===== config.mk =====
export PLATFORM = sky130hd
export DESIGN_NAME = fixed_partition_fit_allocator
export DESIGN_NICKNAME = d
export VERILOG_FILES = /design/src/rtl/core/fpfa_pkg.sv /design/src/rtl/core/fpfa_table.sv /design/src/rtl/core/fixed_partition_fit_allocator.sv
export VERILOG_INCLUDE_DIRS = /design/src /design/src/rtl/core
export SDC_FILE = /design/constraint.sdc
export NUM_CORES = 1
export LEC_CHECK = 0
export BUFFER_PORTS_ARGS = -buffer_cell sky130_fd_sc_hd__buf_2
export CORE_MARGIN = 2
export CORE_UTILIZATION = 30
export CTS_CLUSTER_SIZE = 14
export DETAILED_ROUTE_END_ITERATION = 10
export PLACE_DENSITY = 0.49
export SETUP_SLACK_MARGIN = 0.1
export SLEW_MARGIN = 5
export SYNTH_ARGS = -nofsm -noshare
export SYNTH_HDL_FRONTEND = slang
export SYNTH_SLANG_ARGS = --single-unit

===== constraint.sdc =====
create_clock -name i_clk -period 4.6 [get_ports i_clk]
set_input_delay 0.23 -clock i_clk [delete_from_list [all_inputs] [get_ports i_clk]]
set_output_delay 0.23 -clock i_clk [all_outputs]
set_load 0.01 [all_outputs]

===== src/rtl/core/fixed_partition_fit_allocator_macros.svh =====
// Assertion macros shared by the allocator RTL.
`ifndef FIXED_PARTITION_FIT_ALLOCATOR_MACROS_SVH
`define FIXED_PARTITION_FIT_ALLOCATOR_MACROS_SVH

// The consequent must hold in the same cycle as the antecedent.
`define FPFA_ASSERT_SAME(lbl, clk, rst_n, ante, cons) \
    lbl: assert property (@(posedge clk) disable iff (!rst_n) (ante) |-> (cons)) \
        else $error("fpfa: same-cycle check failed");

// The consequent must hold in the cycle after the antecedent.
`define FPFA_ASSERT_NEXT(lbl, clk, rst_n, ante, cons) \
    lbl: assert property (@(posedge clk) disable iff (!rst_n) (ante) |=> (cons)) \
        else $error("fpfa: next-cycle check failed");

`endif


===== src/rtl/core/fpfa_pkg.sv =====
package fpfa_pkg;

    localparam int FPFA_MAX_PARTITIONS = 16;
    localparam int FPFA_SIZE_BITS      = 16;

    localparam int SLOT_W    = 4;
    localparam int AMOUNT_W  = 16;
    localparam int PID_W     = 8;
    localparam int POLICY_W  = 2;
    localparam int COUNT_W   = 5;
    localparam int CFG_IDX_W = 2;
    localparam int CFG_DATA_W = 5;

    localparam logic [POLICY_W-1:0] FIT_FIRST = 2'd0;
    localparam logic [POLICY_W-1:0] FIT_BEST  = 2'd1;
    localparam logic [POLICY_W-1:0] FIT_WORST = 2'd2;

    localparam logic [CFG_IDX_W-1:0] REG_FIT_POLICY      = 2'd0;
    localparam logic [CFG_IDX_W-1:0] REG_PARTITION_COUNT = 2'd1;

    localparam logic [POLICY_W-1:0] POLICY_RESET = FIT_FIRST;
    localparam logic [COUNT_W-1:0]  COUNT_RESET  = 5'd16;

    localparam logic REQ_LOAD  = 1'b0;
    localparam logic REQ_PLACE = 1'b1;

endpackage


===== src/rtl/core/fpfa_table.sv =====
module fpfa_table #(
    parameter int MAX_PARTITIONS = fpfa_pkg::FPFA_MAX_PARTITIONS,
    parameter int SIZE_BITS      = fpfa_pkg::FPFA_SIZE_BITS,
    parameter int IDX_W          = $clog2(MAX_PARTITIONS)
) (
    input  logic                 i_clk,
    input  logic                 i_rst_n,
    input  logic                 i_load,
    input  logic [IDX_W-1:0]     i_load_idx,
    input  logic [SIZE_BITS-1:0] i_load_size,
    input  logic                 i_take,
    input  logic [IDX_W-1:0]     i_take_idx,
    input  logic [IDX_W-1:0]     i_rd_idx,
    output logic [SIZE_BITS-1:0] o_rd_size,
    output logic                 o_rd_free
);
    import fpfa_pkg::*;

    logic [SIZE_BITS-1:0]      r_mem [MAX_PARTITIONS];
    logic [SIZE_BITS-1:0]      r_rd_raw;
    logic [MAX_PARTITIONS-1:0] r_loaded;
    logic [MAX_PARTITIONS-1:0] r_taken;
    logic                      r_rd_loaded;
    logic                      r_rd_free;

    always_ff @(posedge i_clk) begin
        if (i_load) begin
            r_mem[i_load_idx] <= i_load_size;
        end
        r_rd_raw <= r_mem[i_rd_idx];
    end

    // A slot never loaded since reset reads as size zero.
    always_ff @(posedge i_clk) begin
        if (!i_rst_n) begin
            r_loaded    <= '0;
            r_taken     <= '0;
            r_rd_loaded <= 1'b0;
            r_rd_free   <= 1'b0;
        end else begin
            if (i_load) begin
                r_loaded[i_load_idx] <= 1'b1;
                r_taken[i_load_idx]  <= 1'b0;
            end else if (i_take) begin
                r_taken[i_take_idx] <= 1'b1;
            end
            r_rd_loaded <= r_loaded[i_rd_idx];
            r_rd_free   <= !r_taken[i_rd_idx];
        end
    end

    assign o_rd_size = r_rd_loaded ? r_rd_raw : '0;
    assign o_rd_free = r_rd_free;

endmodule


===== src/rtl/core/fixed_partition_fit_allocator.sv =====
// A load beat gives no result. A placement holds off new beats until its result is registered.
// It scans slots 0..N-1, one per cycle through one comparator, N being the saturated partition
// count (fewer under first fit); each slot is read from the registered table, then compared.
// The result is registered as the done state is left, held while the last result is stalled.
// Synchronous active-low reset sets first fit and count 16 and clears the sequencer and all
// loaded and taken marks, so unloaded slots read as free partitions of size zero.
`include "fixed_partition_fit_allocator_macros.svh"

module fixed_partition_fit_allocator #(
    parameter int MAX_PARTITIONS = fpfa_pkg::FPFA_MAX_PARTITIONS,
    parameter int SIZE_BITS      = fpfa_pkg::FPFA_SIZE_BITS
) (
    input  logic                            i_clk,
    input  logic                            i_rst_n,
    input  logic                            i_cfg_valid,
    output logic                            o_cfg_ready,
    input  logic [fpfa_pkg::CFG_IDX_W-1:0]  i_cfg_index,
    input  logic [fpfa_pkg::CFG_DATA_W-1:0] i_cfg_data,
    input  logic                            i_in_valid,
    output logic                            o_in_stall,
    input  logic                            i_req_type,
    input  logic [fpfa_pkg::SLOT_W-1:0]     i_slot,
    input  logic [fpfa_pkg::AMOUNT_W-1:0]   i_amount,
    input  logic [fpfa_pkg::PID_W-1:0]      i_process_id,
    output logic                            o_out_valid,
    input  logic                            i_out_stall,
    output logic                            o_placed,
    output logic [fpfa_pkg::SLOT_W-1:0]     o_chosen_slot,
    output logic [fpfa_pkg::AMOUNT_W-1:0]   o_leftover,
    output logic [fpfa_pkg::PID_W-1:0]      o_owner_id
);
    import fpfa_pkg::*;

    localparam int IDX_W  = $clog2(MAX_PARTITIONS);
    localparam int CNT_W  = $clog2(MAX_PARTITIONS + 1);
    localparam int KW     = (CNT_W > COUNT_W) ? CNT_W : COUNT_W;
    localparam int LW     = (CNT_W > SLOT_W) ? CNT_W : SLOT_W;
    localparam int CMP_W  = (SIZE_BITS > AMOUNT_W) ? SIZE_BITS : AMOUNT_W;

    typedef enum logic [2:0] {
        S_IDLE = 3'b001,
        S_SCAN = 3'b010,
        S_DONE = 3'b100
    } t_state;

    t_state                r_state, n_state;
    logic [POLICY_W-1:0]   r_fit_policy;
    logic [COUNT_W-1:0]    r_partition_count;
    logic [AMOUNT_W-1:0]   r_amount;
    logic [PID_W-1:0]      r_pid;
    logic [CNT_W-1:0]      r_count;
    logic [CNT_W-1:0]      r_ri;
    logic                  r_cmp_vld;
    logic [IDX_W-1:0]      r_cmp_idx;
    logic                  r_found;
    logic [IDX_W-1:0]      r_best_idx;
    logic [SIZE_BITS-1:0]  r_best_size;
    logic                  r_out_valid;
    logic                  r_placed;
    logic [SLOT_W-1:0]     r_chosen;
    logic [AMOUNT_W-1:0]   r_leftover;
    logic [PID_W-1:0]      r_owner;

    logic                  in_acc;
    logic                  place_acc;
    logic                  load_acc;
    logic                  load_en;
    logic [CNT_W-1:0]      count_sat;
    logic                  issue;
    logic [SIZE_BITS-1:0]  rd_size;
    logic                  rd_free;
    logic                  policy_first;
    logic                  fits;
    logic                  better;
    logic                  take_cand;
    logic                  last_slot;
    logic                  finish;
    logic                  out_room;
    logic                  commit;
    logic [CMP_W-1:0]      diff;
    logic                  out_zero;

    assign o_cfg_ready = 1'b1;
    assign o_in_stall  = (r_state != S_IDLE);
    assign in_acc      = i_in_valid && !o_in_stall;
    assign place_acc   = in_acc && (i_req_type == REQ_PLACE);
    assign load_acc    = in_acc && (i_req_type == REQ_LOAD);
    assign load_en     = load_acc && (LW'(i_slot) < LW'(MAX_PARTITIONS));

    assign count_sat = (KW'(r_partition_count) > KW'(MAX_PARTITIONS))
                       ? CNT_W'(MAX_PARTITIONS) : CNT_W'(r_partition_count);

    always_ff @(posedge i_clk) begin
        if (!i_rst_n) begin
            r_fit_policy      <= POLICY_RESET;
            r_partition_count <= COUNT_RESET;
        end else if (i_cfg_valid && o_cfg_ready) begin
            case (i_cfg_index)
                REG_FIT_POLICY: begin
                    r_fit_policy <= i_cfg_data[POLICY_W-1:0];
                end
                REG_PARTITION_COUNT: begin
                    r_partition_count <= i_cfg_data[COUNT_W-1:0];
                end
                default: begin
                end
            endcase
        end
    end

    fpfa_table #(
        .MAX_PARTITIONS (MAX_PARTITIONS),
        .SIZE_BITS      (SIZE_BITS),
        .IDX_W          (IDX_W)
    ) u_table (
        .i_clk       (i_clk),
        .i_rst_n     (i_rst_n),
        .i_load      (load_en),
        .i_load_idx  (IDX_W'(i_slot)),
        .i_load_size (SIZE_BITS'(i_amount)),
        .i_take      (commit && r_found),
        .i_take_idx  (r_best_idx),
        .i_rd_idx    (r_ri[IDX_W-1:0]),
        .o_rd_size   (rd_size),
        .o_rd_free   (rd_free)
    );

    // Policy code three behaves as first fit.
    assign policy_first = (r_fit_policy != FIT_BEST) && (r_fit_policy != FIT_WORST);

    assign issue = (r_ri < r_count);
    assign fits  = rd_free && (CMP_W'(rd_size) >= CMP_W'(r_amount));

    always_comb begin
        case (r_fit_policy)
            FIT_BEST:  better = (rd_size < r_best_size);
            FIT_WORST: better = (rd_size > r_best_size);
            default:   better = 1'b0;
        endcase
    end

    assign take_cand = r_cmp_vld && fits && (!r_found || better);
    assign last_slot = (CNT_W'(r_cmp_idx) == (r_count - CNT_W'(1)));
    assign finish    = r_cmp_vld && (last_slot || (fits && policy_first));

    assign out_room = !r_out_valid || !i_out_stall;
    assign commit   = (r_state == S_DONE) && out_room;
    assign diff     = CMP_W'(r_best_size) - CMP_W'(r_amount);

    always_comb begin
        n_state = r_state;
        case (r_state)
            S_IDLE: begin
                if (place_acc) begin
                    n_state = (count_sat == '0) ? S_DONE : S_SCAN;
                end
            end
            S_SCAN: begin
                if (finish) begin
                    n_state = S_DONE;
                end
            end
            S_DONE: begin
                if (out_room) begin
                    n_state = S_IDLE;
                end
            end
            default: begin
                n_state = S_IDLE;
            end
        endcase
    end

    always_ff @(posedge i_clk) begin
        if (!i_rst_n) begin
            r_state     <= S_IDLE;
            r_ri        <= '0;
            r_cmp_vld   <= 1'b0;
            r_found     <= 1'b0;
            r_out_valid <= 1'b0;
        end else begin
            r_state <= n_state;
            if (r_state == S_IDLE) begin
                r_ri      <= '0;
                r_cmp_vld <= 1'b0;
                r_found   <= 1'b0;
            end else if (r_state == S_SCAN) begin
                r_cmp_vld <= issue && !finish;
                if (issue) begin
                    r_ri <= r_ri + CNT_W'(1);
                end
                if (take_cand) begin
                    r_found <= 1'b1;
                end
            end else begin
                r_cmp_vld <= 1'b0;
            end
            if (commit) begin
                r_out_valid <= 1'b1;
            end else if (!i_out_stall) begin
                r_out_valid <= 1'b0;
            end
        end
    end

    always_ff @(posedge i_clk) begin
        if (in_acc) begin
            r_amount <= i_amount;
            r_pid    <= i_process_id;
            r_count  <= count_sat;
        end
        r_cmp_idx <= r_ri[IDX_W-1:0];
        if (take_cand && (r_state == S_SCAN)) begin
            r_best_idx  <= r_cmp_idx;
            r_best_size <= rd_size;
        end
        if (commit) begin
            r_placed   <= r_found;
            r_chosen   <= r_found ? SLOT_W'(r_best_idx) : '0;
            r_leftover <= r_found ? diff[AMOUNT_W-1:0] : '0;
            r_owner    <= r_pid;
        end
    end

    assign o_out_valid   = r_out_valid;
    assign o_placed      = r_placed;
    assign o_chosen_slot = r_chosen;
    assign o_leftover    = r_leftover;
    assign o_owner_id    = r_owner;

    assign out_zero = (r_chosen == '0) && (r_leftover == '0);

    `FPFA_ASSERT_SAME(a_unplaced_zero, i_clk, i_rst_n, r_out_valid && !r_placed, out_zero)
    `FPFA_ASSERT_SAME(a_scan_bound, i_clk, i_rst_n, r_state == S_SCAN, r_ri <= r_count)
    `FPFA_ASSERT_NEXT(a_place_starts, i_clk, i_rst_n, place_acc, r_state != S_IDLE)
    `FPFA_ASSERT_NEXT(a_result_from_done, i_clk, i_rst_n, !r_out_valid && !commit, !r_out_valid)
    `FPFA_ASSERT_NEXT(a_load_no_result, i_clk, i_rst_n, load_acc, r_state == S_IDLE)

endmodule


==> impl_metrics.yaml <==
sta:
  max-slew-margin-rel_pct: 20.5
  post-route-period-util_pct: 66.3
  hold_viol: 0
  finalCriticalPeriod_ps: 3050
  fin_setup_tns_ps: 0
  fin_skew_ps: 10.3
  slew_viol_final: 0
  setup_slack_ps: 1550
  fmax_ghz: 0.328
  tightest_slew_ps: 1190
  rsz0062_at_grt: "no"
  setup_viol: 0
logic_synthesis:
  synth_area_leaders: "edfxtp_1, mux4_2, dfxtp_1, ha_1, mux4_1"
  synth_seq_cells: 406
  synth-edff-count: 334
  synth_top_family_by_area: "multiplexers"
  synth_common_cells: "edfxtp_1, dfxtp_1, mux4_2"
  syn_avg_cell_area_sq_um: 17.2
  netlist_area_sq_um: 16900
  synthMuxAreaShare_pct: 13.0
  ys_seq_area_share_pct: 68.0
  synth_top_area_share_pct: 59.4
  synth-xor-area-share_pct: 0.727
  yosys.area_share.simple_pct: 6.43
  synth_compound_area_share_pct: 5.13
  ys_types: 74
  synth.most_common_cell: "edfxtp_1"
  yosys_warnings: 0
  yosysTopAreaCell: "edfxtp_1"
  synth_fa_ha_area_share_pct: 4.11
  synthArstFlopShare_pct: 0
  synthesis.nets: 1078
  syn_inst: 983
  synth_ff_type: "edfxtp_1"
detailed_routing:
  drt-wirelength-per-cell_um: 20.0
  vias: 8910
  drc_errors: 0
  drtAntennaViolNets: 0
  dr.pass1.iters: 7
  routed_via_density: 4.73
  wirelength_um: 37800
  drt_iter0_markers: 503
critical_path:
  critPathMaxStageDelay_ps: 460
  worst_path_max_delay_cell: "nor4_1"
  critPathCaptureType: "register"
  critical_path_class: "reg2reg"
  worstPathMaxFanout: 16
  worstPathArrival_ps: 3320
  start_kind: "register"
  cp.required_ps: 4870
  crit_chain: "and2_1, ha_1, nand4_1, nor4_1, a31oi_1, a31o_1, a31oi_2, buf_4"
flow_run:
  maxCapViolCount: 0
placement:
  io_buffers: 71
  hpwl_um: 24200
  routabilityCongestion: 0.751
  place_ws_ps: 1480
global_routing:
  grt_pass1_wl_um: 57900
  grtUsageTotal_pct: 13.4
  first_global_vias: 9313
  antenna_found_initial: 3
  grt_max_degree: 58
  gr-total-overflow: 0
floorplan:
  rows: 86
  io_pins: 73
  die_area_sq_um: 58200
  die_h_um: 241
  core_area_sq_um: 55300
  die_w_um: 241
  initial_core_util_pct: 30.5
hold_path:
  hp-class: "in2reg"
pwr:
  p_leak_nw: 6.76
  ir_worst_vdd_mv: 0.263
  power.density_nw_per_um2: 392
status:
  status: "complete, no violations"
clock_tree:
  clk_latency_ps: 580
  cts_tree: "done"
  numClockSinks: 406
  path_clk_slew_ps: 60
  htreeDepth: 2
  root_buffer: "clkbuf_16"
  cts.path.max_buffers: 3
  cts.repair.resized: 0
  postCtsSetupBuffers: 0
  cts_inserted_buffers: 45
finish:
  drive_above_1_share_pct: 22.4
  area_delta_synth_final_pct: 16.5
  antenna_cells: 0
  num-nets-final: 1194
[power breakdown]
part	switching (mW)	internal (mW)	total, mW
Sequential	0.0197	4.02	4.04
Clock	1.45	1.98	3.43
Combinational	0.159	0.0827	0.242
[worst max-delay path: cells and delay by family, from the launching register on]
kind | cells | cell delay (ps)
adders and majority gates | 1 | 290
buffers and inverters | 1 | 310
and+or+nand+nor | 3 | 880
DFF | 1 | 420
AOI/OAI and AO/OA | 3 | 840
[final timing paths]
path | endpoint | cells past startpoint | slack, ps | from
hold / removal | u_table.r_mem[2][8] | 1 | 50 | i_amount[8]
hold reg to reg | r_cmp_idx[3] | 0 | 420 | r_ri[3]
setup / recovery | r_best_size[13] | 8 | 1550 | u_table.r_rd_loaded
setup reg to reg | r_best_size[13] | 8 | 1550 | u_table.r_rd_loaded
[flip-flops by register name, summed over array words and instances, names as in the netlist, 5 cells and up]
signal	count
u_table.r_mem	256
r_ri	5
r_amount	16
r_pid	8
u_table.r_taken	16
r_best_size	16
o_owner_id	8
u_table.r_rd_raw	16
u_table.r_loaded	16
r_partition_count	5
r_count	5
o_leftover	16
[cell type report]
cell class                 count  area (sq um)
sequential                   406         11500
clock inverter                22           180
clock buffer                  62          1220
timing repair buffer         103           643
multi-input combinational    493          5020
tap                          748           936
inverter                      50           188
fill                        5312         35600
[cells by family after synthesis]
| logic type | count (synthesis) |
|---|---|
| AOI/OAI and AO/OA | 126 |
| adders and majority gates | 55 |
| and+or+nand+nor | 198 |
| muxes | 99 |
| other | 1 |
| xor gates and xnor gates | 14 |
| DFF | 406 |
| buffers and inverters | 84 |
[metrics by stage]
step                      utilization, %  instance area [sq um]  hold WS (ps)  instances  total power, mW
after floorplan                        -                  16900           329        983             4.24
after global placement              32.8                  18100           403       1786             4.34
after detailed placement            32.8                  18100           405       1786             4.35
after CTS                           35.6                  19700          13.1       1884             7.83
after global routing                35.6                  19700          32.5       1884             8.01
final                               35.6                  19700          50.6       1884             7.71
[repair_timing]
| item | CTS | global route |
|---|---|---|
| endpoints found under the setup margin | 0 | 0 |
| hold buffers | 14 | 0 |
| endpoints found under the hold margin | 16 | 0 |
[routing by layer]
layer | share of wire (%) | up-vias | GRT usage, %
li1 | - | 4104 | -
met1 | 46 | 4571 | 18.3
met2 | 47 | 178 | 21.7
met3 | 4.5 | 57 | 2.71
met4 | 2.1 | 0 | 3.67
met5 | 0 | - | 0
[cells in the final DEF, fill, tap and decap left out, types with 11 or more instances in the layout]
| master | n |
|---|---|
| nor2_2 | 12 |
| a21boi_1 | 15 |
| ha_1 | 53 |
| edfxtp_1 | 334 |
| xnor2_1 | 11 |
| o21a_1 | 20 |
| o21ai_0 | 19 |
| dlygate4sd3_1 | 14 |
| mux4_2 | 69 |
| buf_2 | 71 |
| and2_1 | 20 |
| nand3_1 | 14 |
| nor2_1 | 35 |
| buf_4 | 17 |
| inv_1 | 49 |
| nor3_1 | 11 |
| nor2b_1 | 20 |
| clkbuf_1 | 14 |
| nand4_1 | 12 |
| dfxtp_1 | 70 |
| nand2_1 | 33 |
| a21oi_1 | 22 |
| clkbuf_16 | 45 |
| mux4_1 | 21 |
Note: power is estimated with default switching activity, not from simulation.
